===== src/rtl/dynamic_tilt_envelope_detector_assert.svh =====
// Assertion macros used by the envelope detector controller RTL.
// Each macro expects clk and rst_n to be visible where it is used.
`ifndef DYNAMIC_TILT_ENVELOPE_DETECTOR_ASSERT_SVH
`define DYNAMIC_TILT_ENVELOPE_DETECTOR_ASSERT_SVH

// Same-cycle implication.
`define DTD_ASSERT_IMPL(label, ante, cons) \
    label: assert property (@(posedge clk) disable iff (!rst_n) (ante) |-> (cons)) \
        else $error("dtd: same-cycle check failed");

// Next-cycle implication.
`define DTD_ASSERT_NEXT(label, ante, cons) \
    label: assert property (@(posedge clk) disable iff (!rst_n) (ante) |=> (cons)) \
        else $error("dtd: next-cycle check failed");

`endif


===== src/rtl/dtd_pkg.sv =====
`timescale 1ns / 1ps
`default_nettype none

package dtd_pkg;

    localparam int CHANNELS_DEF = 2;
    localparam int SAMPLE_W     = 16;
    localparam int ENV_W        = 32;
    localparam int CFG_IDX_W    = 3;
    localparam int CFG_DATA_W   = 16;
    localparam int TILT_W       = 9;
    localparam int EDB_W        = 11;
    localparam int LOG_STEPS    = 16;

    // Register reset values.
    localparam logic               MODE_RESET    = 1'b0;
    localparam logic [15:0]        ATTACK_RESET  = 16'd65237;
    localparam logic [15:0]        RELEASE_RESET = 16'd65528;
    localparam logic signed [10:0] THR_RESET     = -11'sd240;
    localparam logic [6:0]         RANGE_RESET   = 7'd30;
    localparam logic signed [7:0]  BASE_RESET    = 8'sd0;

    // Arithmetic constants.
    localparam logic [ENV_W-1:0]   LEVEL_FLOOR   = 32'd1074;
    localparam logic [ENV_W-1:0]   SQRT_FLOOR    = 32'd11;
    localparam logic signed [23:0] DB_PER_OCTAVE = 24'sd3945660;
    localparam logic [12:0]        RECIP_240     = 13'd4369;
    localparam logic signed [15:0] EDB_MIN       = -16'sd1000;

    typedef enum logic [2:0] {
        REG_MODE      = 3'd0,
        REG_ATTACK    = 3'd1,
        REG_RELEASE   = 3'd2,
        REG_THRESHOLD = 3'd3,
        REG_RANGE     = 3'd4,
        REG_BASE_TILT = 3'd5
    } cfg_reg_t;

    typedef enum logic [3:0] {
        S_IDLE,
        S_SQUARE,
        S_MUL1,
        S_MUL2,
        S_SQRT_INIT,
        S_SQRT,
        S_PEAK,
        S_LOG_INIT,
        S_NORM,
        S_LOG,
        S_DB_MUL,
        S_DB_ROUND,
        S_DYN_MUL,
        S_DYN_DIV,
        S_EMIT
    } state_t;

    typedef enum logic [3:0] {
        OP_NONE,
        OP_SQUARE,
        OP_MUL1,
        OP_MUL2,
        OP_SQRT_INIT,
        OP_SQRT_STEP,
        OP_PEAK,
        OP_LOG_INIT,
        OP_NORM,
        OP_LOG_STEP,
        OP_DB_MUL,
        OP_DB_ROUND,
        OP_DYN_MUL,
        OP_DYN_DIV,
        OP_EMIT
    } op_t;

    typedef struct packed {
        logic load;
        op_t  op;
    } cmd_t;

    typedef struct packed {
        logic in_ch_ok;
        logic in_last;
        logic rms;
        logic last;
        logic sq_last;
        logic norm_done;
        logic out_free;
    } status_t;

endpackage

`default_nettype wire


===== src/rtl/dtd_ctrl.sv =====
`timescale 1ns / 1ps
`default_nettype none
`include "dynamic_tilt_envelope_detector_assert.svh"

module dtd_ctrl (
    input  wire logic            clk,
    input  wire logic            rst_n,
    input  wire logic            in_valid,
    output logic                 in_ready,
    input  wire dtd_pkg::status_t status,
    output dtd_pkg::cmd_t        cmd
);
    import dtd_pkg::*;

    localparam int CNT_W = $clog2(LOG_STEPS);

    state_t           state_reg, state_next;
    logic [CNT_W-1:0] cnt_reg, cnt_next;
    logic             accept;

    assign accept = in_valid && in_ready;

    always_ff @(posedge clk or negedge rst_n)
    begin
        if (!rst_n)
        begin
            state_reg <= S_IDLE;
            cnt_reg   <= '0;
        end
        else
        begin
            state_reg <= state_next;
            cnt_reg   <= cnt_next;
        end
    end

    always_comb
    begin
        state_next = state_reg;
        cnt_next   = cnt_reg;
        unique case (state_reg)
            S_IDLE:
            begin
                if (accept)
                begin
                    if (status.in_ch_ok)
                        state_next = status.rms ? S_SQUARE : S_MUL1;
                    else if (status.in_last)
                        state_next = S_LOG_INIT;
                end
            end
            S_SQUARE:    state_next = S_MUL1;
            S_MUL1:      state_next = S_MUL2;
            S_MUL2:      state_next = status.rms ? S_SQRT_INIT : S_PEAK;
            S_SQRT_INIT: state_next = S_SQRT;
            S_SQRT:
            begin
                if (status.sq_last)
                    state_next = S_PEAK;
            end
            S_PEAK:      state_next = status.last ? S_LOG_INIT : S_IDLE;
            S_LOG_INIT:  state_next = S_NORM;
            S_NORM:
            begin
                if (status.norm_done)
                begin
                    state_next = S_LOG;
                    cnt_next   = '0;
                end
            end
            S_LOG:
            begin
                cnt_next = cnt_reg + 1'b1;
                if (cnt_reg == CNT_W'(LOG_STEPS - 1))
                    state_next = S_DB_MUL;
            end
            S_DB_MUL:    state_next = S_DB_ROUND;
            S_DB_ROUND:  state_next = S_DYN_MUL;
            S_DYN_MUL:   state_next = S_DYN_DIV;
            S_DYN_DIV:   state_next = S_EMIT;
            S_EMIT:
            begin
                if (status.out_free)
                    state_next = S_IDLE;
            end
            default:     state_next = S_IDLE;
        endcase
    end

    always_comb
    begin
        in_ready = (state_reg == S_IDLE);
        cmd.load = accept;
        unique case (state_reg)
            S_SQUARE:    cmd.op = OP_SQUARE;
            S_MUL1:      cmd.op = OP_MUL1;
            S_MUL2:      cmd.op = OP_MUL2;
            S_SQRT_INIT: cmd.op = OP_SQRT_INIT;
            S_SQRT:      cmd.op = OP_SQRT_STEP;
            S_PEAK:      cmd.op = OP_PEAK;
            S_LOG_INIT:  cmd.op = OP_LOG_INIT;
            S_NORM:      cmd.op = OP_NORM;
            S_LOG:       cmd.op = OP_LOG_STEP;
            S_DB_MUL:    cmd.op = OP_DB_MUL;
            S_DB_ROUND:  cmd.op = OP_DB_ROUND;
            S_DYN_MUL:   cmd.op = OP_DYN_MUL;
            S_DYN_DIV:   cmd.op = OP_DYN_DIV;
            S_EMIT:      cmd.op = status.out_free ? OP_EMIT : OP_NONE;
            default:     cmd.op = OP_NONE;
        endcase
    end

    `DTD_ASSERT_NEXT(a_busy_after_valid_channel, accept && status.in_ch_ok, state_reg != S_IDLE)
    `DTD_ASSERT_NEXT(a_log_loop_exit, state_reg == S_LOG && cnt_reg == CNT_W'(LOG_STEPS - 1), state_reg == S_DB_MUL)
    `DTD_ASSERT_NEXT(a_log_loop_start, state_reg == S_NORM && status.norm_done, state_reg == S_LOG && cnt_reg == '0)
    `DTD_ASSERT_IMPL(a_emit_needs_block_end, state_reg == S_EMIT, status.last)

endmodule

`default_nettype wire


===== config.mk =====
export PLATFORM = sky130hd
export DESIGN_NAME = dtd_ctrl
export DESIGN_NICKNAME = d
export VERILOG_FILES = /design/src/rtl/dtd_pkg.sv /design/src/rtl/dtd_ctrl.sv
export VERILOG_INCLUDE_DIRS = /design/src /design/src/rtl
export SDC_FILE = /design/constraint.sdc
export NUM_CORES = 1
export LEC_CHECK = 0
export BUFFER_PORTS_ARGS = -buffer_cell sky130_fd_sc_hd__buf_2
export CAP_MARGIN = 30
export CORE_MARGIN = 2
export CORE_UTILIZATION = 50
export CTS_CLUSTER_DIAMETER = 120
export CTS_CLUSTER_SIZE = 25
export DETAILED_ROUTE_END_ITERATION = 12
export GPL_TIMING_DRIVEN = 0
export PLACE_DENSITY_LB_ADDON = 0.3
export SLEW_MARGIN = 20
export SYNTH_ARGS = -nofsm -noshare
export SYNTH_HDL_FRONTEND = slang
export SYNTH_SLANG_ARGS = --single-unit

===== constraint.sdc =====
create_clock -name clk -period 1.6 [get_ports clk]
set_input_delay 0.16 -clock clk [delete_from_list [all_inputs] [get_ports clk]]
set_output_delay 0.16 -clock clk [all_outputs]
set_load 0.03 [all_outputs]

==> flow_metrics.tcl <==
set metrics [dict create \
    synth-warning-count 0 \
    p_int_mw 0.999 \
    num_rows 13 \
    grt_pass1_wl_um 2570 \
    port_buffers 15 \
    critPathMaxFanout 8 \
    stdcell_area_um2 898 \
    critPathKind "reg2reg" \
    firstDrtPassIters 5 \
    drcViolationCount 0 \
    setup_viol 1 \
    power_frac_clock 0.088 \
    antenna_found_initial 0 \
    syn_area_um2 656 \
    place_congestion 0.912 \
    track_usage 0.246 \
    syn_inst 79 \
    finalHoldWorstSlack_ns 0.242 \
    n_antenna_cell 0 \
    finalWorstSetupSlack_ns -0.000270 \
    num_vias 701 \
    synth.area.top_cells "dfrtp_1 31%, nand2_1 4.6%, o21a_1 4.6%" \
    synth_edf_count 0 \
    die_w_um 40.2 \
    ff_latch_area_um2 203 \
    netlist.area_leader.share 0.305 \
    timing.fmax_mhz 625 \
    ys_types 37 \
    drtIter0Drc 28 \
    via_per_inst 5.99 \
    fin_skew_ns 0.00968 \
    async_reset_ff_frac 1.00 \
    status "finished with violations" \
    drive_above_1_share 0.412 \
    wl_per_cell_um 16.0 \
    path_clk_slew_ns 0.07 \
    hold_viol 0 \
    htreeDepth 1 \
    hold_class "in2reg" \
    fin_crit_ns 1.60 \
    synth_flop_cell "dfrtp_1" \
    synth_seq_cells 8 \
    slew_violations 0 \
    cts_sinks 8 \
    powerDensity_nw_per_um2 2150 \
    leakagePower_nw 0.386 \
    start_kind "flip-flop" \
    power.switching_mw 0.934 \
    core_um2 1270 \
    area_delta_synth_final_pct 37.0 \
    power_frac_comb 0.705 \
    synth.avg_cell_area_um2 8.30 \
    clock_path_buffers 2 \
    initial_core_util 0.517 \
    clkLatencyLatePin_ns 0.27 \
    switching_share 0.483 \
    grt_max_degree 11 \
    fillers 100 \
    grt_pass1_vias 565 \
    relSlewSlack 0.760 \
    power.total_mw 1.93 \
    endpoint_kind "flip-flop" \
    overflow 0 \
    placedInstanceArea_um2 758 \
    die_h_um 40.2 \
    ant_nets 0 \
    multiInputGateArea_um2 465 \
    arrival_ns 1.75 \
    cts_tree "done" \
    wirelength_um 1870 \
    synth_fp_nets 90 \
    die_area_um2 1620 \
    violations "setup timing" \
    grt_setup_unrepaired "yes" \
    worstPathRequired_ns 1.75 \
    fin_crit_sh 1.00 \
    max-cap-violations 0 \
    dp_hpwl_um 1140 \
    fin_nets 115 \
    power_frac_seq 0.207 \
    seq_area_frac_synth 0.305 \
    ir_drop_v 0.00152 \
    netlist.top_cell.by_area "dfrtp_1" \
    worst_pin_slew_ns 0.356 \
    root_buffer "clkbuf_4" \
    cts_inserted_buffers 3 \
    pin_count 16 \
]
[metal layers]
metal	track usage	vias to the layer above	wire [µm]
met5	0	-	0
met4	0.0583	0	13
met3	0.0944	2	127
met2	0.387	39	945
met1	0.314	324	781
li1	-	336	-
[final cells by class]
cell class | count | area share
Buffer | 6 | 0.0557
Clock buffer | 3 | 0.0251
Multi-Input combinational cell | 63 | 0.518
Sequential cell | 8 | 0.226
Tap cell | 15 | 0.0209
Timing Repair Buffer | 22 | 0.155
[cell usage in the layout, fill, tap and decap left out, drive strengths merged]
master / count
o2bb2ai: 1
nand4bb: 1
nand3: 2
clkbuf: 6
nor2b: 1
nor4b: 1
a31oi: 1
o22ai: 1
nor4bb: 1
nor3: 1
nand2: 8
or3: 2
nor4: 1
and3: 1
o211ai: 1
dfrtp: 8
ha: 1
buf: 24
dlygate4sd3: 1
o21a: 4
a22o: 1
nor3b: 3
nand2b: 2
xor2: 1
o31ai: 2
o41ai: 1
and2: 2
o31a: 1
a21oi: 5
o21ai: 6
or3b: 1
mux2i: 1
nor2: 7
mux2: 1
a311o: 1
[logic make-up after synthesis]
kind of cell | count (synthesis) | synth area share
xor gates and xnor gates | 1 | 0.0134
AOI/OAI and AO/OA | 25 | 0.261
DFF | 8 | 0.305
muxes | 2 | 0.0324
and+or+nand+nor | 34 | 0.298
adders and majority gates | 1 | 0.0191
buffers and inverters | 8 | 0.0706
[what timing repair did]
action,CTS,global route
buffers inserted,3,3
hold endpoints to repair,8,0
setup endpoints to repair,6,8
pin swaps,4,1
resized for setup,16,10
hold buffers,1,0
[metrics by stage]
stage	utilization	worst slack, ns	instances	setup TNS, ns
6_report	0.708	-0.000270	117	-0.000270
5_1_grt	0.708	-0.0494	117	-0.0602
4_1_cts	0.667	0.00325	114	0
3_5_place_dp	0.598	-0.104	109	-0.104
3_3_place_gp	0.598	-0.0472	109	-0.0472
2_1_floorplan	-	0.0694	79	0
[critical path, cell delays in order, from the launching register on]
cell and delay (ns):
dfrtp_1 0.37, buf_6 0.14, mux2_1 0.36, or3_1 0.34, a21oi_2 0.19, o31ai_4 0.09
[synthesized netlist by cell type (all sizes together), types with 2 or more instances]
cell type	count
nor3b	3
dfrtp	8
o31ai	2
nand2	8
or3	2
a21oi	5
o21ai	6
nand2b	2
clkbuf	4
nand3	2
nor2	7
and2	2
o21a	4
buf	4
[worst paths after layout]
kind	depth (start not counted)	endpoint	from	slack (ns)
max	5	state_reg[1]	state_reg[3]	-0.0003
min	3	state_reg[1]	status[0]	0.24
max reg2reg	5	state_reg[1]	state_reg[3]	-0.0003
min reg2reg	2	cnt_reg[3]	cnt_reg[3]	0.54
max in group asynchronous	2	state_reg[0]	rst_n	1.16
min in group asynchronous	2	cnt_reg[2]	rst_n	0.26
[power by group through the flow]
| stage | Combinational [mW] | Clock, mW | Sequential (mW) |
|---|---|---|---|
| floorplan | 0.854 | 0 | 0.359 |
| global placement | 1.05 | 0 | 0.371 |
| detailed placement | 1.07 | 0 | 0.375 |
| CTS | 1.19 | 0.171 | 0.403 |
| global route | 1.46 | 0.184 | 0.414 |
| finish | 1.36 | 0.170 | 0.401 |
Note: power is estimated with default switching activity, not from simulation.
